==> config.mk <==
export PLATFORM = sky130hd
export DESIGN_NAME = deadline_timer_queue_flat
export DESIGN_NICKNAME = d
export VERILOG_FILES = /design/src/design/dtq_pkg.sv /design/src/design/dtq_if.sv /design/src/design/dtq_select_unit.sv /design/src/design/dtq_timer_table.sv /design/src/design/deadline_timer_queue.sv /design/src/flat_wrapper.sv
export SDC_FILE = /design/constraint.sdc
export NUM_CORES = 2
export LEC_CHECK = 0
export BUFFER_PORTS_ARGS = -buffer_cell sky130_fd_sc_hd__buf_4
export CAP_MARGIN = 20
export CORE_MARGIN = 4
export CORE_UTILIZATION = 30
export DETAILED_ROUTE_END_ITERATION = 10
export PLACE_DENSITY = 0.42
export SYNTH_ARGS = -nofsm -noshare
export SYNTH_HDL_FRONTEND = slang
export SYNTH_SLANG_ARGS = --single-unit
==> constraint.sdc <==
create_clock -name clk_i -period 17.62 [get_ports clk_i]
set_input_delay 4.405 -clock clk_i [delete_from_list [all_inputs] [get_ports clk_i]]
set_output_delay 4.405 -clock clk_i [all_outputs]
set_load 0.02 [all_outputs]
==> src/design/dtq_pkg.sv <==
// Package for the deadline timer queue: sizes, operation and result codes,
// and the structs passed between the sequencer, the timer table and the select unit.
// No dependencies.
package dtq_pkg;

  // Table size and field widths.
  localparam int NUM_TIMERS = 16;
  localparam int TICK_BITS  = 32;
  localparam int IDX_W      = (NUM_TIMERS > 1) ? $clog2(NUM_TIMERS) : 1;
  localparam int STAMP_W    = 16;
  localparam int MAX_OUT    = 16;
  localparam int CNT_W      = $clog2(MAX_OUT + 1);
  localparam int FUNC_W     = 2;
  localparam int ID_W       = 4;
  localparam int PERIOD_W   = 32;
  localparam int KIND_W     = 2;

  // A timer is due when (now - deadline) wraps to less than this value.
  localparam logic [TICK_BITS-1:0] TICK_HALF = {1'b0, {(TICK_BITS-1){1'b1}}};

  // Operation codes carried by a request.
  typedef enum logic [FUNC_W-1:0] {
    FUNC_CONFIG = 2'd0,
    FUNC_START  = 2'd1,
    FUNC_STOP   = 2'd2,
    FUNC_TICK   = 2'd3
  } func_e;

  // Result codes.
  typedef enum logic [KIND_W-1:0] {
    KIND_ACK     = 2'd0,
    KIND_EXPIRED = 2'd1,
    KIND_NONE    = 2'd2
  } kind_e;

  // One update of the timer table; at most one enable is set in a cycle.
  typedef struct packed {
    logic                 cfg_we;
    logic                 start_en;
    logic                 stop_en;
    logic                 expire_en;
    logic [IDX_W-1:0]     slot;
    logic [TICK_BITS-1:0] period;
    logic                 periodic;
    logic [TICK_BITS-1:0] now;
  } tbl_cmd_t;

  // Verdict of the shared compare unit on one scanned slot.
  typedef struct packed {
    logic                 due;
    logic                 take;
    logic [TICK_BITS-1:0] lag;
    logic [STAMP_W-1:0]   age;
  } sel_res_t;

endpackage

==> src/design/dtq_if.sv <==
// Valid/ready channel interfaces for the deadline timer queue: request and result.
// Depends on dtq_pkg for field widths.
interface dtq_req_if;
  import dtq_pkg::*;

  logic                valid;
  logic                ready;
  logic [FUNC_W-1:0]   func;
  logic [ID_W-1:0]     timer_id;
  logic [PERIOD_W-1:0] period;
  logic                periodic;
  logic [PERIOD_W-1:0] tick_now;

  modport source (output valid, func, timer_id, period, periodic, tick_now,
                  input ready);
  modport sink   (input valid, func, timer_id, period, periodic, tick_now,
                  output ready);
endinterface

interface dtq_rsp_if;
  import dtq_pkg::*;

  logic              valid;
  logic              ready;
  logic [KIND_W-1:0] event_kind;
  logic [ID_W-1:0]   expired_id;
  logic              last;

  modport source (output valid, event_kind, expired_id, last, input ready);
  modport sink   (input valid, event_kind, expired_id, last, output ready);
endinterface

==> src/design/dtq_select_unit.sv <==
// Shared due test and ordering compare used once per scan cycle.
// Depends on dtq_pkg.
module dtq_select_unit (
  input  logic [dtq_pkg::TICK_BITS-1:0] now_i,
  input  logic [dtq_pkg::TICK_BITS-1:0] deadline_i,
  input  logic [dtq_pkg::STAMP_W-1:0]   snap_i,
  input  logic [dtq_pkg::STAMP_W-1:0]   stamp_i,
  input  logic                          active_i,
  input  logic                          due_bit_i,
  input  logic                          first_pass_i,
  input  logic                          found_i,
  input  logic [dtq_pkg::TICK_BITS-1:0] best_lag_i,
  input  logic [dtq_pkg::STAMP_W-1:0]   best_age_i,
  output dtq_pkg::sel_res_t             res_o
);
  import dtq_pkg::*;

  logic [TICK_BITS-1:0] lag;
  logic [STAMP_W-1:0]   age;
  logic                 due;

  // Lateness and start age, both wrapping.
  assign lag = now_i - deadline_i;
  assign age = snap_i - stamp_i;

  // The first pass decides the due set; later passes reuse it.
  assign due = first_pass_i ? (active_i && (lag < TICK_HALF)) : due_bit_i;

  // Earliest deadline (greatest lateness) wins; on a tie the older start wins; the scan order
  // keeps the lowest slot on a full tie.
  always_comb begin
    res_o.due  = due;
    res_o.lag  = lag;
    res_o.age  = age;
    res_o.take = due && (!found_i || (lag > best_lag_i) ||
                         ((lag == best_lag_i) && (age > best_age_i)));
  end

endmodule

==> src/design/dtq_timer_table.sv <==
// Timer table: period, deadline, active, periodic and start stamp per slot,
// plus the start stamp counter. Depends on dtq_pkg.
module dtq_timer_table (
  input  logic                          clk_i,
  input  logic                          rst_ni,
  input  dtq_pkg::tbl_cmd_t             cmd_i,
  input  logic [dtq_pkg::IDX_W-1:0]     rd_idx_i,
  output logic [dtq_pkg::TICK_BITS-1:0] rd_deadline_o,
  output logic [dtq_pkg::STAMP_W-1:0]   rd_stamp_o,
  output logic                          rd_active_o,
  output logic [dtq_pkg::STAMP_W-1:0]   stamp_cnt_o
);
  import dtq_pkg::*;

  logic [TICK_BITS-1:0]  period_q   [NUM_TIMERS];
  logic [TICK_BITS-1:0]  deadline_q [NUM_TIMERS];
  logic [STAMP_W-1:0]    stamp_q    [NUM_TIMERS];
  logic [NUM_TIMERS-1:0] active_q;
  logic [NUM_TIMERS-1:0] periodic_q;
  logic [STAMP_W-1:0]    cnt_q;
  logic                  arm;
  logic                  disarm;

  // An expiry rearms a periodic timer and disarms a one-shot one.
  assign arm    = cmd_i.start_en || (cmd_i.expire_en && periodic_q[cmd_i.slot]);
  assign disarm = cmd_i.stop_en || (cmd_i.expire_en && !periodic_q[cmd_i.slot]);

  // Table updates, one slot per cycle.
  always_ff @(posedge clk_i or negedge rst_ni) begin
    if (!rst_ni) begin
      for (int i = 0; i < NUM_TIMERS; i++) begin
        period_q[i]   <= '0;
        deadline_q[i] <= '0;
        stamp_q[i]    <= '0;
      end
      active_q   <= '0;
      periodic_q <= '0;
      cnt_q      <= '0;
    end else begin
      if (cmd_i.cfg_we) begin
        period_q[cmd_i.slot]   <= cmd_i.period;
        periodic_q[cmd_i.slot] <= cmd_i.periodic;
        active_q[cmd_i.slot]   <= 1'b0;
        deadline_q[cmd_i.slot] <= '0;
      end
      if (arm) begin
        deadline_q[cmd_i.slot] <= cmd_i.now + period_q[cmd_i.slot];
        active_q[cmd_i.slot]   <= 1'b1;
        stamp_q[cmd_i.slot]    <= cnt_q;
        cnt_q                  <= cnt_q + 1'b1;
      end
      if (disarm) begin
        active_q[cmd_i.slot] <= 1'b0;
      end
    end
  end

  // Scan read port.
  assign rd_deadline_o = deadline_q[rd_idx_i];
  assign rd_stamp_o    = stamp_q[rd_idx_i];
  assign rd_active_o   = active_q[rd_idx_i];
  assign stamp_cnt_o   = cnt_q;

endmodule

==> src/design/deadline_timer_queue.sv <==
// Top level of the deadline timer queue: request decode, scan sequencer and
// result register. Depends on dtq_pkg, dtq_if, dtq_timer_table and dtq_select_unit.
//
// Configure, start and stop requests each return one acknowledge. A tick
// check walks the timer table with a single compare unit, one slot per
// cycle (the last slot of a pass waits while the result register is busy):
// each pass finds the next due timer in deadline order (oldest start first
// on equal deadlines), loads it into the result register and rearms or
// disarms it. A tick returns at most MAX_OUT results. The block takes no
// new request while a tick check is running; the next request can be
// accepted in the cycle after the last result is loaded, as soon as the
// result register is free.
module deadline_timer_queue (
  input  logic      clk_i,
  input  logic      rst_ni,
  dtq_req_if.sink   req_i,
  dtq_rsp_if.source rsp_o
);
  import dtq_pkg::*;

  typedef enum logic [1:0] {
    ST_IDLE = 2'b01,
    ST_SCAN = 2'b10
  } state_e;

  state_e                state_q, state_d;
  logic [IDX_W-1:0]      scan_idx_q, scan_idx_d;
  logic                  first_q, first_d;
  logic [NUM_TIMERS-1:0] due_q, due_d;
  logic                  found_q, found_d;
  logic [IDX_W-1:0]      best_q, best_d;
  logic [TICK_BITS-1:0]  best_lag_q, best_lag_d;
  logic [STAMP_W-1:0]    best_age_q, best_age_d;
  logic [TICK_BITS-1:0]  now_q, now_d;
  logic [STAMP_W-1:0]    snap_q, snap_d;
  logic [ID_W-1:0]       id_q, id_d;
  logic [CNT_W-1:0]      cnt_q, cnt_d;
  logic                  rsp_valid_q, rsp_valid_d;
  kind_e                 rsp_kind_q, rsp_kind_d;
  logic [ID_W-1:0]       rsp_id_q, rsp_id_d;
  logic                  rsp_last_q, rsp_last_d;

  logic                  out_free;
  logic                  req_fire;
  logic                  in_range;
  logic [IDX_W-1:0]      in_slot;
  logic                  scanning;
  logic                  end_pass;
  logic                  emit;
  logic                  found_n;
  logic [IDX_W-1:0]      best_n;
  logic [NUM_TIMERS-1:0] due_new;
  logic [NUM_TIMERS-1:0] best_mask;
  logic [NUM_TIMERS-1:0] due_rem;
  logic                  last_n;
  logic [TICK_BITS-1:0]  rd_deadline;
  logic [STAMP_W-1:0]    rd_stamp;
  logic                  rd_active;
  logic [STAMP_W-1:0]    stamp_cnt;
  tbl_cmd_t              cmd;
  sel_res_t              sel;

  // Handshake and request decode.
  assign out_free    = !rsp_valid_q || rsp_o.ready;
  assign req_i.ready = (state_q == ST_IDLE) && out_free;
  assign req_fire    = req_i.valid && req_i.ready;
  assign in_range    = int'(req_i.timer_id) < NUM_TIMERS;
  assign in_slot     = IDX_W'(req_i.timer_id);
  assign scanning    = (state_q == ST_SCAN);

  // Timer storage.
  dtq_timer_table u_table (
    .clk_i        (clk_i),
    .rst_ni       (rst_ni),
    .cmd_i        (cmd),
    .rd_idx_i     (scan_idx_q),
    .rd_deadline_o(rd_deadline),
    .rd_stamp_o   (rd_stamp),
    .rd_active_o  (rd_active),
    .stamp_cnt_o  (stamp_cnt)
  );

  // Shared compare unit, fed by the slot under scan.
  dtq_select_unit u_select (
    .now_i       (now_q),
    .deadline_i  (rd_deadline),
    .snap_i      (snap_q),
    .stamp_i     (rd_stamp),
    .active_i    (rd_active),
    .due_bit_i   (due_q[scan_idx_q]),
    .first_pass_i(first_q),
    .found_i     (found_q),
    .best_lag_i  (best_lag_q),
    .best_age_i  (best_age_q),
    .res_o       (sel)
  );

  // Running best of the current pass, including this cycle's slot.
  always_comb begin
    due_new             = due_q;
    due_new[scan_idx_q] = sel.due;
  end

  assign found_n   = found_q || sel.take;
  assign best_n    = sel.take ? scan_idx_q : best_q;
  assign best_mask = {{(NUM_TIMERS-1){1'b0}}, 1'b1} << best_n;
  assign due_rem   = due_new & ~best_mask;
  assign last_n    = !(|due_rem) || (cnt_q == CNT_W'(MAX_OUT - 1));
  assign end_pass  = (scan_idx_q == IDX_W'(NUM_TIMERS - 1));
  assign emit      = scanning && end_pass && out_free && found_n;

  // Table command: a request in idle, an expiry at the end of a pass.
  always_comb begin
    cmd.cfg_we    = req_fire && in_range && (req_i.func == FUNC_CONFIG);
    cmd.start_en  = req_fire && in_range && (req_i.func == FUNC_START);
    cmd.stop_en   = req_fire && in_range && (req_i.func == FUNC_STOP);
    cmd.expire_en = emit;
    cmd.slot      = scanning ? best_n : in_slot;
    cmd.period    = req_i.period[TICK_BITS-1:0];
    cmd.periodic  = req_i.periodic;
    cmd.now       = scanning ? now_q : req_i.tick_now[TICK_BITS-1:0];
  end

  // Sequencer.
  always_comb begin
    state_d     = state_q;
    scan_idx_d  = scan_idx_q;
    first_d     = first_q;
    due_d       = due_q;
    found_d     = found_q;
    best_d      = best_q;
    best_lag_d  = best_lag_q;
    best_age_d  = best_age_q;
    now_d       = now_q;
    snap_d      = snap_q;
    id_d        = id_q;
    cnt_d       = cnt_q;
    rsp_valid_d = rsp_valid_q && !rsp_o.ready;
    rsp_kind_d  = rsp_kind_q;
    rsp_id_d    = rsp_id_q;
    rsp_last_d  = rsp_last_q;

    unique case (state_q)
      ST_IDLE: begin
        if (req_fire) begin
          if (req_i.func == FUNC_TICK) begin
            state_d    = ST_SCAN;
            scan_idx_d = '0;
            first_d    = 1'b1;
            found_d    = 1'b0;
            due_d      = '0;
            now_d      = req_i.tick_now[TICK_BITS-1:0];
            snap_d     = stamp_cnt;
            id_d       = req_i.timer_id;
            cnt_d      = '0;
          end else begin
            rsp_valid_d = 1'b1;
            rsp_kind_d  = KIND_ACK;
            rsp_id_d    = req_i.timer_id;
            rsp_last_d  = 1'b1;
          end
        end
      end
      ST_SCAN: begin
        if (!end_pass) begin
          scan_idx_d = scan_idx_q + 1'b1;
          due_d      = due_new;
          found_d    = found_n;
          best_d     = best_n;
          if (sel.take) begin
            best_lag_d = sel.lag;
            best_age_d = sel.age;
          end
        end else if (out_free) begin
          rsp_valid_d = 1'b1;
          if (found_n) begin
            rsp_kind_d = KIND_EXPIRED;
            rsp_id_d   = ID_W'(best_n);
            rsp_last_d = last_n;
            due_d      = due_rem;
            cnt_d      = cnt_q + 1'b1;
            scan_idx_d = '0;
            first_d    = 1'b0;
            found_d    = 1'b0;
            if (last_n) begin
              state_d = ST_IDLE;
            end
          end else begin
            rsp_kind_d = KIND_NONE;
            rsp_id_d   = id_q;
            rsp_last_d = 1'b1;
            state_d    = ST_IDLE;
          end
        end
      end
      default: begin
        state_d = ST_IDLE;
      end
    endcase
  end

  // Control registers.
  always_ff @(posedge clk_i or negedge rst_ni) begin
    if (!rst_ni) begin
      state_q     <= ST_IDLE;
      scan_idx_q  <= '0;
      first_q     <= 1'b0;
      due_q       <= '0;
      found_q     <= 1'b0;
      cnt_q       <= '0;
      rsp_valid_q <= 1'b0;
    end else begin
      state_q     <= state_d;
      scan_idx_q  <= scan_idx_d;
      first_q     <= first_d;
      due_q       <= due_d;
      found_q     <= found_d;
      cnt_q       <= cnt_d;
      rsp_valid_q <= rsp_valid_d;
    end
  end

  // Payload registers.
  always_ff @(posedge clk_i) begin
    best_q     <= best_d;
    best_lag_q <= best_lag_d;
    best_age_q <= best_age_d;
    now_q      <= now_d;
    snap_q     <= snap_d;
    id_q       <= id_d;
    rsp_kind_q <= rsp_kind_d;
    rsp_id_q   <= rsp_id_d;
    rsp_last_q <= rsp_last_d;
  end

  // Result port.
  assign rsp_o.valid      = rsp_valid_q;
  assign rsp_o.event_kind = rsp_kind_q;
  assign rsp_o.expired_id = rsp_id_q;
  assign rsp_o.last       = rsp_last_q;

  // The best candidate of a pass is always a member of the due set.
  a_best_is_due: assert property (@(posedge clk_i) disable iff (!rst_ni)
    (scanning && found_q) |-> due_q[best_q])
    else $error("best candidate is not in the due set");

  // An accepted tick check always starts a scan.
  a_tick_scans: assert property (@(posedge clk_i) disable iff (!rst_ni)
    (req_fire && (req_i.func == FUNC_TICK)) |=> (state_q == ST_SCAN))
    else $error("tick check did not start a scan");

  // Acknowledge and nothing-due results are single and final.
  a_single_last: assert property (@(posedge clk_i) disable iff (!rst_ni)
    (rsp_valid_q && (rsp_kind_q != KIND_EXPIRED)) |-> rsp_last_q)
    else $error("single result without last");

  // No more than MAX_OUT expiries are emitted by one tick.
  a_cnt_bound: assert property (@(posedge clk_i) disable iff (!rst_ni)
    cnt_q <= CNT_W'(MAX_OUT))
    else $error("expiry count exceeds limit");

endmodule
==> src/flat_wrapper.sv <==
// flat-port wrapper written by rule: the top's interface ports become plain ports
module deadline_timer_queue_flat import dtq_pkg::*;
  (clk_i, rst_ni, req_i_valid, req_i_func, req_i_timer_id, req_i_period, req_i_periodic, req_i_tick_now, req_i_ready, rsp_o_valid, rsp_o_event_kind, rsp_o_expired_id, rsp_o_last, rsp_o_ready);
  dtq_req_if req_i_i ();
  dtq_rsp_if rsp_o_i ();
  input  logic clk_i;
  input  logic rst_ni;
  input wire logic [$bits(req_i_i.valid)-1:0] req_i_valid;
  input wire logic [$bits(req_i_i.func)-1:0] req_i_func;
  input wire logic [$bits(req_i_i.timer_id)-1:0] req_i_timer_id;
  input wire logic [$bits(req_i_i.period)-1:0] req_i_period;
  input wire logic [$bits(req_i_i.periodic)-1:0] req_i_periodic;
  input wire logic [$bits(req_i_i.tick_now)-1:0] req_i_tick_now;
  output wire logic [$bits(req_i_i.ready)-1:0] req_i_ready;
  output wire logic [$bits(rsp_o_i.valid)-1:0] rsp_o_valid;
  output wire logic [$bits(rsp_o_i.event_kind)-1:0] rsp_o_event_kind;
  output wire logic [$bits(rsp_o_i.expired_id)-1:0] rsp_o_expired_id;
  output wire logic [$bits(rsp_o_i.last)-1:0] rsp_o_last;
  input wire logic [$bits(rsp_o_i.ready)-1:0] rsp_o_ready;
  assign req_i_i.valid = req_i_valid;
  assign req_i_i.func = req_i_func;
  assign req_i_i.timer_id = req_i_timer_id;
  assign req_i_i.period = req_i_period;
  assign req_i_i.periodic = req_i_periodic;
  assign req_i_i.tick_now = req_i_tick_now;
  assign req_i_ready = req_i_i.ready;
  assign rsp_o_valid = rsp_o_i.valid;
  assign rsp_o_event_kind = rsp_o_i.event_kind;
  assign rsp_o_expired_id = rsp_o_i.expired_id;
  assign rsp_o_last = rsp_o_i.last;
  assign rsp_o_i.ready = rsp_o_ready;
  deadline_timer_queue u_core (.clk_i(clk_i), .rst_ni(rst_ni), .req_i(req_i_i), .rsp_o(rsp_o_i));
endmodule
==> run summary <==
The cell sitting at the root of the clock tree is a clkbuf_16. In this run the remaining antenna-violating nets after routing total 0. The overall routed net length is approximately 240000 um.

Counting every net in the synthesized netlist gives ~5.8k. For this design the top-level I/O count stands at between 80 and 90. The slowest stage of the critical path is the dfrtp_4 cell. The leakage power figure came out at ~0.036 uW. The worst setup skew after layout came out at roughly 0.027 ns. The worst path arrival time came out at 16.10 ns. The tool flagged a number of max-cap violations equal to 0. The number of buffers inserted for hold repair after clock tree synthesis came out at 0.

The detailed-routing iteration count for the pre-antenna-repair pass came out at 6. The clock period minus final worst setup slack is between 15 and 20 ns. The worst hold slack is approximately 0.47 ns. The post-CTS clock slew at the launch and capture registers of the worst setup and hold paths is ~0.070 ns. The largest net degree at the start of global routing is between 150 and 200. The first global-routing pass estimated 352000 um of wire.

The mean cell area of the mapped netlist is around 13 sq um. dfrtp_1 is the most common cell in the netlist. The final max-slew violation count came out at 0.

Headroom to the max-slew limit came out at 0.193. The initial core utilization is 0.302. The transition time at the pin with the least slew margin is 1.20 ns. The kind of start point of the critical path is a flip-flop. The post-DP HPWL is roughly 140000 um.

The worst hold path passes through 2 cells. Fill cells in the final layout number roughly 23k. In the synthesized netlist the dominant register cell turns out to be dfrtp_1.

Setup repair after global routing left no endpoint under its margin. The worst hold path begins at u_core.cnt_q[4]$_DFFE_PN0P_. In this run the post-CTS setup repair buffer count came out at 0. The synthesized netlist occupies a cell area of just over 70000 sq um. The total power consumption of the routed design came out at 12900 uW. CTS saw between 1k and 1.5k sinks. In this run the worst path has a maximum fanout of 94.

The number of buffer and inverter instances along the worst setup path came out at 5. The post-synthesis compound-gate area fraction came out at 0.0775. After floorplanning, the core was divided into ~180 placement rows.

The flow ran to the end, and the final reports show no timing, DRC or antenna violations. Port buffering added 83 buffers. The achievable frequency is ~65 MHz. IR analysis of the VDD net gives a maximum drop of roughly 0.000094 V. Counting instances in the post-synthesis netlist gives the leading cell types as dfrtp_1, mux2_2, o21ai_0, nand3_1, mux4_2.

The period utilization came out at 0.878. The vertical extent of the die came out at 495 um. The clock network latency to the later pin of the worst-skew pair came out at about 0.8 ns. The final layout contains ~5.7k nets. The global route total overflow is 0.

The number of hold violations in the final report came out at 0. In the routed design, unresolved DRC markers number 0. The simple-gate share of the synthesized area is 0.0750. The accumulated negative setup slack is 0 ns. The startpoint identified for the worst register-to-register timing path is u_core.scan_idx_q[0]$_DFFE_PN0P_. The post-place setup slack is roughly 1.7 ns.

The post-cts sizing count is 0. In this run the number of cells on the critical path is 51. The via count is between 40k and 50k. The largest family of logic cells by synthesized area is multiplexers. The critical path required time is roughly 18 ns. The fraction of synthesized cell area in xor and xnor cells is 0.0103. The cell depth of the worst flop-to-flop path is 51. The global routing usage summed across all routing layers came out at 0.194. The initial antenna violation count is 21.

The share of the Yosys chip area taken by registers is 0.524. The number of buffers on the longest clock path came out at 3. At the end of routability-driven placement, the weighted congestion stood at 0.808. TritonCTS built the clock tree. The area share of fa/ha/maj cells after synthesis came out at 0.0244.

The async set or reset register ratio after synthesis came out at 0.924. Among cell families on the critical path, the largest total delay comes from compound AO/OA/AOI/OAI gates. The count of cell types in the netlist came out at a little over 90. The largest single stage delay on the critical path is around 0.9 ns. Tracing the worst setup path back leads to its startpoint at u_core.scan_idx_q[0]$_DFFE_PN0P_. The die covers between 200000 and 250000 sq um. The via count of the first global-routing pass is 49.0k.

The layout overhead on the synthesized area is 13.3%. The fraction of final layout cells sized beyond drive strength 1 came out at 0.292. The TritonCTS buffer count came out at between 150 and 200. The critical path in this run is classified as reg -> reg.

Summed over all instances, the cell type with the most area after synthesis is dfrtp_1. Sorting the synthesized cells by area gives the leading types as dfrtp_1, mux4_2, mux2_2. In the synthesized netlist, the number of instances is 5602. The H-tree depth reported by CTS is 4. The final routed wire length divided by cell count came out at between 20 and 30 um. The final critical-path setup slack is ~2.2 ns. Measured along the x axis, the die boundary spans 495 um.

The fraction of synthesized area in multiplexers came out at 0.252. The count of flip-flops with a built-in enable after synthesis is between 100 and 150. In this run, the number of DRC markers left after iteration 0 of detailed routing was approximately 3.8k. The tightest min-delay check is of the reg -> reg type. The register bit count reported by yosys is roughly 1.5k. The mean number of vias per cell came out at 5.36. STA classifies the critical path endpoint as a flip-flop. The cell area power density came out at approximately 160 nW/um^2. The core footprint is between 200000 and 250000 sq um.

The Yosys warning count is 0. Of the post-synthesis cell area, the dominant cell type holds 0.477. The count of final setup violators is 0.
-- cell families (layout without fill, tap and decap cells) --
| group | after synthesis | in the layout |
|---|---|---|
| adders and majority gates | 137 | 137 |
| xor gates and xnor gates | 83 | 83 |
| other | 0 | 9 |
| muxes | 1223 | 1223 |
| DFF | 1469 | 1469 |
| buffers and inverters | 633 | 661 |
| and+or+nand+nor | 1119 | 1119 |
| AOI/OAI and AO/OA | 938 | 938 |
-- per-layer routing --
metal	track usage	up-vias	routed length (um)
li1	-	20500	-
met1	0.273	25100	109000
met2	0.309	1170	111000
met3	0.0344	319	12600
met4	0.0498	10	5920
met5	0	-	70
-- area by class of cell --
| class | instances | area, sq um | area share |
|---|---|---|---|
| Sequential cell | 1469 | 37300 | 0.463 |
| Multi-Input combinational cell | 3500 | 31600 | 0.391 |
| Clock buffer | 264 | 5120 | 0.0635 |
| Tap cell | 3150 | 3940 | 0.0489 |
| Timing Repair Buffer | 216 | 1770 | 0.0220 |
| Inverter | 149 | 559 | 0.00694 |
| Clock inverter | 32 | 337 | 0.00417 |
| Antenna cell | 9 | 22.5 | 0.000279 |
-- registers in the layout (all words and copies together), names as in the netlist, 2 cells and up --
signal	cells
u_core.u_table.deadline_q	512
u_core.best_lag_q	32
u_core.best_age_q	16
u_core.rsp_o.event_kind	2
u_core.rsp_o.expired_id	4
u_core.scan_idx_q	4
u_core.u_table.stamp_cnt_o	16
u_core.u_table.stamp_q	256
u_core.state_q	2
u_core.u_table.period_q	512
u_core.best_q	4
u_core.due_q	16
u_core.snap_q	16
u_core.id_q	4
u_core.u_table.active_q	16
u_core.u_table.periodic_q	16
u_core.now_q	32
u_core.cnt_q	5
-- metrics by stage --
stage / util / cells / area [sq um]
after global routing: 0.342 / 8781 / 80600
final: 0.342 / 8789 / 80600
after CTS: 0.342 / 8774 / 80600
after global placement: 0.319 / 8471 / 75100
after floorplan: - / 5602 / 71200
after detailed placement: 0.319 / 8478 / 75100
-- worst register-to-register path: cells and delay by family (launching register included) --
| family | cells | cell delay, ns |
|---|---|---|
| multiplexers | 4 | 2.61 |
| buffers and inverters | 5 | 1.62 |
| adder cells (fa/ha/maj) | 4 | 1.40 |
| AO/OA/AOI/OAI | 26 | 6.72 |
| flip-flops | 1 | 0.88 |
| XOR/XNOR | 2 | 0.29 |
| AND/OR/NAND/NOR | 10 | 1.81 |
-- layout by cell type, fill, tap and decap left out, types with 11 or more instances in the layout --
master	synthesis	layout
mux2_1	76	76
nor4_1	11	11
nand2_1	326	313
clkbuf_8	0	49
nor2b_1	11	11
mux2i_1	45	45
nand2_4	0	13
dfrtp_1	1357	1353
o211ai_1	23	23
ha_1	134	133
nand3_1	513	509
a21o_1	37	37
nand4_1	28	28
nor2_1	90	89
inv_1	146	146
o21ai_0	599	599
xnor2_1	47	45
o21ai_1	13	12
clkbuf_16	0	171
a31oi_1	38	37
and2_1	14	12
mux4_2	375	375
a21oi_1	92	92
edfxtp_1	111	111
clkbuf_1	327	44
mux2_2	725	725
nor3_1	30	29
o31ai_4	10	11
buf_4	16	204
clkinv_2	0	19
xor2_1	35	35
and3_1	47	46
-- where the power goes --
group / total [uW] / leakage [uW] / internal, uW / switching (uW)
Clock: 3510 / 0.00270 / 2070 / 1450
Combinational: 4440 / 0.0134 / 1900 / 2540
Sequential: 4960 / 0.0196 / 4420 / 534
-- path summary, 6_finish.rpt --
kind / slack (ns) / endpoint
min: 0.47 / u_core.cnt_q[4]$_DFFE_PN0P_
max: 2.15 / u_core.u_table.deadline_q[254]$_DFF_PN0_
max in group asynchronous: 10.83 / u_core.u_table.period_q[487]$_DFFE_PN0P_
max reg2reg: 2.15 / u_core.u_table.deadline_q[254]$_DFF_PN0_
min in group asynchronous: 3.52 / u_core.u_table.stamp_q[124]$_DFFE_PN0P_
min reg2reg: 0.47 / u_core.cnt_q[4]$_DFFE_PN0P_
(Power assumes the default switching activity.)
